[src/hdl/ppe_pkg.sv]
// shared types and constants for the point-in-polygon engine
// request kinds, ring rule constant and the controller/datapath command and status groups
// no dependencies
package ppe_pkg;

  // request kind codes carried on s_tuser[1:0]
  typedef enum logic [1:0] {
    KIND_CLEAR  = 2'd0,
    KIND_APPEND = 2'd1,
    KIND_QUERY  = 2'd2,
    KIND_NONE   = 2'd3
  } kind_t;

  // a ring takes part in queries once it holds this many vertices
  localparam int MIN_RING_LEN = 3;

  // commands from the controller to the datapath
  typedef struct packed {
    logic clear;
    logic append;
    logic query_start;
    logic issue;
    logic load_result;
  } ppe_cmd_t;

  // status from the datapath to the controller
  typedef struct packed {
    logic issue_done;
    logic pipe_busy;
    logic out_busy;
  } ppe_sts_t;

endpackage

[src/hdl/ppe_ctrl.sv]
// controller state machine of the point-in-polygon engine
// sequences clear, append and query requests and drives datapath commands
// depends on ppe_pkg
module ppe_ctrl
  import ppe_pkg::*;
(
  input  logic     clk,
  input  logic     rst,
  input  logic     s_tvalid,
  input  kind_t    kind,
  output logic     s_tready,
  output ppe_cmd_t cmd,
  input  ppe_sts_t sts
);

  typedef enum logic [3:0] {
    ST_IDLE   = 4'b0001,
    ST_ISSUE  = 4'b0010,
    ST_DRAIN  = 4'b0100,
    ST_RESULT = 4'b1000
  } state_t;

  state_t state, state_next;
  logic   accept;

  assign s_tready = (state == ST_IDLE);
  assign accept   = s_tvalid && s_tready;

  // next state and commands
  always_comb begin
    state_next = state;
    cmd        = '0;
    case (state)
      ST_IDLE: begin
        if (accept) begin
          case (kind)
            KIND_CLEAR:  cmd.clear = 1'b1;
            KIND_APPEND: cmd.append = 1'b1;
            KIND_QUERY: begin
              cmd.query_start = 1'b1;
              state_next      = ST_ISSUE;
            end
            default: ;
          endcase
        end
      end
      ST_ISSUE: begin
        cmd.issue = 1'b1;
        if (sts.issue_done) state_next = ST_DRAIN;
      end
      ST_DRAIN: begin
        if (!sts.pipe_busy) state_next = ST_RESULT;
      end
      ST_RESULT: begin
        if (!sts.out_busy) begin
          cmd.load_result = 1'b1;
          state_next      = ST_IDLE;
        end
      end
      default: state_next = ST_IDLE;
    endcase
  end

  // state register
  always_ff @(posedge clk) begin
    if (rst) begin
      state <= ST_IDLE;
    end else begin
      state <= state_next;
    end
  end

endmodule

[config.mk]
export PLATFORM = sky130hd
export DESIGN_NAME = ppe_ctrl
export DESIGN_NICKNAME = d
export VERILOG_FILES = /design/src/hdl/ppe_pkg.sv /design/src/hdl/ppe_ctrl.sv
export SDC_FILE = /design/constraint.sdc
export NUM_CORES = 1
export LEC_CHECK = 0
export ABC_AREA = 1
export BUFFER_PORTS_ARGS = -buffer_cell sky130_fd_sc_hd__buf_4
export CAP_MARGIN = 20
export CORE_AREA = 3 3 40 42
export CTS_CLUSTER_DIAMETER = 50
export CTS_CLUSTER_SIZE = 12
export DETAILED_ROUTE_END_ITERATION = 16
export DIE_AREA = 0 0 43 45
export HOLD_SLACK_MARGIN = 0.03
export RECOVER_POWER = 50
export SYNTH_ARGS = -nofsm -noshare
export SYNTH_HDL_FRONTEND = slang
export SYNTH_SLANG_ARGS = --single-unit
export TNS_END_PERCENT = 10
[constraint.sdc]
create_clock -name clk -period 2 [get_ports clk]
set_clock_uncertainty 0.2 [all_clocks]
set_input_delay 0.1 -clock clk [delete_from_list [all_inputs] [get_ports clk]]
set_output_delay 0.1 -clock clk [all_outputs]
set_load 0.05 [all_outputs]
Word level (Yosys, flattened, before mapping):

Index checks and enable logic that the tools add are counted.

* bits in registers: 4
* latch bits: 0
* RAM bits: 0
* memory bits (read-only): 0
* output and inout port bits: 6
* word-level logic and storage cells: 29
* memories: 0

* $add $sub $neg: 0
* $mul: 0
* divide/modulo/power cells: 0
* magnitude comparators: 0
* equality and inequality tests: 11
* shift-type cells: 0
* multiplexer cells: 14
* bitwise gates (word level): 0
* reductions and logical operators: 3

Operators with widths (number)
* $mux 4: 5
* $pmux 4 s4: 1
* $mux 1: 6
* $mux 3: 2
* $ne 2x2->1 const B: 3
* $reduce_and 5->1: 1
* $eq 4x1->1 const B: 1
* $eq 4x2->1 const B: 1
* $eq 4x3->1 const B: 1
* $eq 4x4->1 const B: 1
* $ne 2x1->1 const B: 2
* $eq 2x1->1 const B: 1
* $eq 2x2->1 const B: 1
* $logic_not 2->1: 1
* $logic_and 1x1->1: 1

Logic depth before layout (Yosys ltp):

* depth in word-level cells: 4
* gate-level depth with buffers: 8

Worst setup path before layout:

Ideal clock, no wire load.

* kind: reg2out
* start point: reg state[2]
* end point: out cmd[3] (netlist name)
* data arrival time: 1.777 ns
* slack: -0.077 ns
* stages on the path, launching flop included: 6
* cells stage by stage: dfxtp_1 -> nor2_2 -> nand2_1 -> nor2_1 -> inv_1 -> nor3_1

RTL lines
* start: declaration: line ppe_ctrl.sv:23 `state_t state, state_next;`
* start signal: assignment: line ppe_ctrl.sv:69 `state <= state_next;`
* end: declaration: line ppe_ctrl.sv:12 `output ppe_cmd_t cmd,`

Worst setup path after layout:

* start point: reg state[2]
* end point: reg state[1]

* cells in the longest elaborated chain, start to end: 4
* elaborated cells between the ends (all ways): 12
* those cells by class: eq/ne (9); mux (1); reduce/logical (2)

Ends and longest elaborated chain
* $eq 4x1->1: line ppe_ctrl.sv:26, ppe_ctrl.sv:33
* $logic_and 1x1->1: line ppe_ctrl.sv:27 `assign accept = s_tvalid && s_tready;`
* $ne 2x1->1 (no source line)
* $reduce_and 5->1 (no source line)

Parallel ways exist; a longest one is shown, timed or not.
A chain may end at the register's enable or synchronous reset.

==> flow_results.xml <==
<?xml version="1.0" encoding="UTF-8"?>
<metrics>
  <group name="setup_path">
    <metric name="rr_startpoint" unit="">state[2]$_SDFFE_PP0P_</metric>
    <metric name="worst_path_dominant_cell_family" unit="">buffers and inverters</metric>
    <metric name="cp.required" unit="ns">1.97</metric>
    <metric name="r2r_cells" unit="">6</metric>
    <metric name="path_cells" unit="">nor2_2, nand2_1, nor2_2, inv_2, a21oi_1, dlygate4sd3_1</metric>
    <metric name="setup.worst_path.end_class" unit="">flip-flop</metric>
    <metric name="critical_path.most_common_cell" unit="">sky130_fd_sc_hd__nor2_2</metric>
    <metric name="setup.reg_to_reg.worst_slack" unit="ns">0.28</metric>
    <metric name="cp-endpoint" unit="">state[1]$_SDFFE_PP0P_</metric>
    <metric name="worstSetupPathDepth" unit="">6</metric>
    <metric name="crit_path_start_kind" unit="">flip-flop</metric>
    <metric name="crit_buf_inv" unit="">2</metric>
    <metric name="worst_r2r_endpoint" unit="">state[1]$_SDFFE_PP0P_</metric>
    <metric name="setup.worst_path.start" unit="">state[2]$_SDFFE_PP0P_</metric>
    <metric name="timing.critical_path.slowest_cell_delay" unit="ns">0.56</metric>
    <metric name="timing.setup.critical_path_class" unit="">flip-flop to flip-flop</metric>
    <metric name="crit_path_top_delay_cell" unit="">sky130_fd_sc_hd__dlygate4sd3_1</metric>
    <metric name="timing.critical_path.fanout_max" unit="">4</metric>
    <metric name="worstPathArrival" unit="ns">1.68</metric>
  </group>
  <group name="sta">
    <metric name="timing.slew.headroom" unit="">0.607</metric>
    <metric name="finalSetupViolCount" unit="">0</metric>
    <metric name="rsz_0062_raised_after_global_routing" unit="">false</metric>
    <metric name="hold_viol_final" unit="">0</metric>
    <metric name="worst_pin_slew" unit="ns">0.592</metric>
    <metric name="timing.final.max_slew_violations" unit="">0</metric>
    <metric name="finalCritPeriodShare" unit="">0.858</metric>
    <metric name="finalWorstPathRequiredPeriod" unit="ns">1.72</metric>
    <metric name="max_clock_freq" unit="GHz">0.583</metric>
    <metric name="layout_setup_ws" unit="ns">0.284</metric>
  </group>
  <group name="clocking">
    <metric name="cts-hold-fix-buffers" unit="">2</metric>
    <metric name="post_cts_buffers" unit="">0</metric>
    <metric name="number_of_levels_in_the_clock_h_tree" unit="">1</metric>
    <metric name="insertion_delay" unit="ns">0.23</metric>
    <metric name="cts_max_path_buffers" unit="">2</metric>
    <metric name="cts_resized" unit="">0</metric>
    <metric name="worst_setup_hold_path_clk_slew" unit="ns">0.03</metric>
    <metric name="tritoncts_clock_tree" unit="">built</metric>
    <metric name="cts-buffers-inserted" unit="">3</metric>
    <metric name="cts_num_sinks" unit="">4</metric>
    <metric name="cts.root.buffer_cell" unit="">sky130_fd_sc_hd__clkbuf_4</metric>
  </group>
  <group name="placement">
    <metric name="finalWeightedCongestion" unit="">0.690</metric>
    <metric name="placed_area" unit="sq um">409</metric>
    <metric name="port_buffers" unit="">13</metric>
    <metric name="post-place-ws" unit="ns">0.532</metric>
    <metric name="place.detailed.hpwl" unit="microns">556</metric>
  </group>
  <group name="route">
    <metric name="route.layer.met1.wl" unit="microns">347</metric>
    <metric name="detail_route_met3_wl" unit="microns">46</metric>
    <metric name="viasPerCell" unit="">3.96</metric>
    <metric name="antenna_violating_nets_post_route" unit="">0</metric>
    <metric name="max_layer_used" unit="">met3</metric>
    <metric name="detail_route.wl_per_cell" unit="microns">7.96</metric>
    <metric name="drc_marker_count_from_the_first_detailed_route_iteration" unit="">5</metric>
    <metric name="routed-wl-met2" unit="microns">283</metric>
    <metric name="route.vias.total" unit="">337</metric>
    <metric name="drtPass1Iterations" unit="">4</metric>
    <metric name="detail_route.drc_violations" unit="">0</metric>
    <metric name="detail_route.wirelength" unit="microns">677</metric>
  </group>
  <group name="finish">
    <metric name="flow.area_growth_from_synthesis" unit="%">49.1</metric>
    <metric name="finish.utilization" unit="">0.340</metric>
    <metric name="regMostFlops" unit="">state</metric>
    <metric name="ff_latch_area" unit="sq um">80.1</metric>
    <metric name="post_route_cells_drive_above_1_share" unit="">0.286</metric>
    <metric name="num-fill-cells" unit="">143</metric>
    <metric name="layout_common_cells" unit="">11 x sky130_fd_sc_hd__inv_1, 11 x sky130_fd_sc_hd__nand2_1, 11 x sky130_fd_sc_hd__buf_4, 10 x sky130_fd_sc_hd__nor2_1, 6 x sky130_fd_sc_hd__nand3_1</metric>
    <metric name="stdcell_area" unit="sq um">437</metric>
    <metric name="insertedDiodeCount" unit="">0</metric>
    <metric name="fin_nets" unit="">80</metric>
    <metric name="multi_input_area" unit="sq um">160</metric>
    <metric name="biggestRegsByFlops" unit="">state: 4 flops</metric>
    <metric name="largest_register_ffs" unit="">4</metric>
  </group>
  <group name="yosys">
    <metric name="ys_seq_area_frac" unit="">0.274</metric>
    <metric name="synthesis.nets" unit="">60</metric>
    <metric name="synth_cell_type_count" unit="">10</metric>
    <metric name="yosysWarningCount" unit="">0</metric>
    <metric name="syn_inst" unit="">52</metric>
    <metric name="synth.avg_cell_area" unit="sq um">5.63</metric>
    <metric name="synthesis.area" unit="sq um">293</metric>
    <metric name="ys_seq_elements" unit="">4</metric>
  </group>
  <group name="floorplan">
    <metric name="initial_core_util" unit="">0.228</metric>
    <metric name="fp.coreArea" unit="sq mm">0.00128</metric>
    <metric name="std_cell_rows" unit="">13</metric>
    <metric name="die_x" unit="microns">43</metric>
    <metric name="die_area" unit="sq mm">0.00194</metric>
    <metric name="die_h" unit="microns">45</metric>
    <metric name="ios" unit="">14</metric>
  </group>
  <group name="global_routing">
    <metric name="grt_start_max_net_pins" unit="">6</metric>
    <metric name="grt_pass1_wl" unit="mm">1.15</metric>
    <metric name="grt.total_usage" unit="">0.0800</metric>
    <metric name="initial_antenna_violation_count" unit="">0</metric>
    <metric name="first_global_vias" unit="">293</metric>
    <metric name="grt.overflow.total" unit="">0</metric>
  </group>
  <group name="pwr">
    <metric name="pwr_density_cell" unit="mW/mm^2">1560</metric>
    <metric name="p_leak" unit="nW">0.243</metric>
    <metric name="ir_drop" unit="mV">1.09</metric>
  </group>
  <group name="run">
    <metric name="max_cap_violations" unit="">0</metric>
  </group>
  <group name="hold_path">
    <metric name="timing.hold.worst_path_depth" unit="">4</metric>
    <metric name="hold_class" unit="">input pin to flip-flop</metric>
  </group>
  <group name="outcome">
    <metric name="outcome" unit="">complete, no violations</metric>
  </group>
</metrics>
routing by layer:
metal  GRT usage  vias to the layer above
met3      0.0319                        0
met2       0.105                        8
met5           0                        -
met1       0.106                      135
met4      0.0542                        0
li1            -                      194
Yosys cell counts, drive strengths merged:
| library cell | n | share of area |
|---|---|---|
| inv | 12 | 0.15 |
| a21oi | 2 | 0.034 |
| nor3 | 2 | 0.034 |
| nand2 | 11 | 0.14 |
| dfxtp | 4 | 0.27 |
| nor2 | 15 | 0.24 |
| nand3 | 6 | 0.12 |
cell families (layout without fill, tap and decap cells):
group           after synthesis  after routing  share of synthesized area
compound gates                2              2                     0.0342
flops                         4              4                      0.274
buf+inv                      12             30                      0.154
simple gates                 34             34                      0.538
area by class of cell:
cell class / instances / area share
Inverter: 12 / 0.103
Sequential cell: 4 / 0.183
Clock buffer: 3 / 0.0516
Timing Repair Buffer: 15 / 0.252
Tap cell: 15 / 0.0430
Multi-Input combinational cell: 36 / 0.367
worst reg2reg max path: stages, from the launching register on:
cell and delay (ns):
sky130_fd_sc_hd__dfxtp_1 0.33, sky130_fd_sc_hd__nor2_2 0.18, sky130_fd_sc_hd__nand2_1 0.12, sky130_fd_sc_hd__nor2_2 0.12, sky130_fd_sc_hd__inv_2 0.04, sky130_fd_sc_hd__a21oi_1 0.10
sky130_fd_sc_hd__dlygate4sd3_1 0.56
metrics by stage:
stage / instances / TNS (ns) / power (mW) / hold slack (ns)
floorplan: 52 / -0.155 / 0.491 / -0.0309
global placement: 80 / 0 / 0.595 / 0.0799
detailed placement: 80 / 0 / 0.599 / 0.0826
CTS: 85 / 0 / 0.707 / 0.0822
global route: 85 / 0 / 0.758 / 0.123
finish: 85 / 0 / 0.683 / 0.0888
power by group:
part	internal, mW	total, mW	leakage, nW	switching (mW)
Sequential	0.112	0.141	0.0329	0.0294
Combinational	0.138	0.447	0.196	0.310
Clock	0.0668	0.0948	0.0138	0.0280
Total	0.316	0.683	0.243	0.367
worst min-delay path by stage:
stage                     slack (ns)  startpoint               endpoint
after floorplan                -0.03         rst  state[1]$_SDFFE_PP0P_
after global routing            0.12    s_tvalid  state[0]$_SDFFE_PP1P_
after detailed placement        0.08         rst  state[1]$_SDFFE_PP0P_
after CTS                       0.08     kind[0]  state[0]$_SDFFE_PP1P_
final                           0.09    s_tvalid  state[0]$_SDFFE_PP1P_
after global placement          0.08         rst  state[1]$_SDFFE_PP0P_
(Power assumes the default switching activity.)
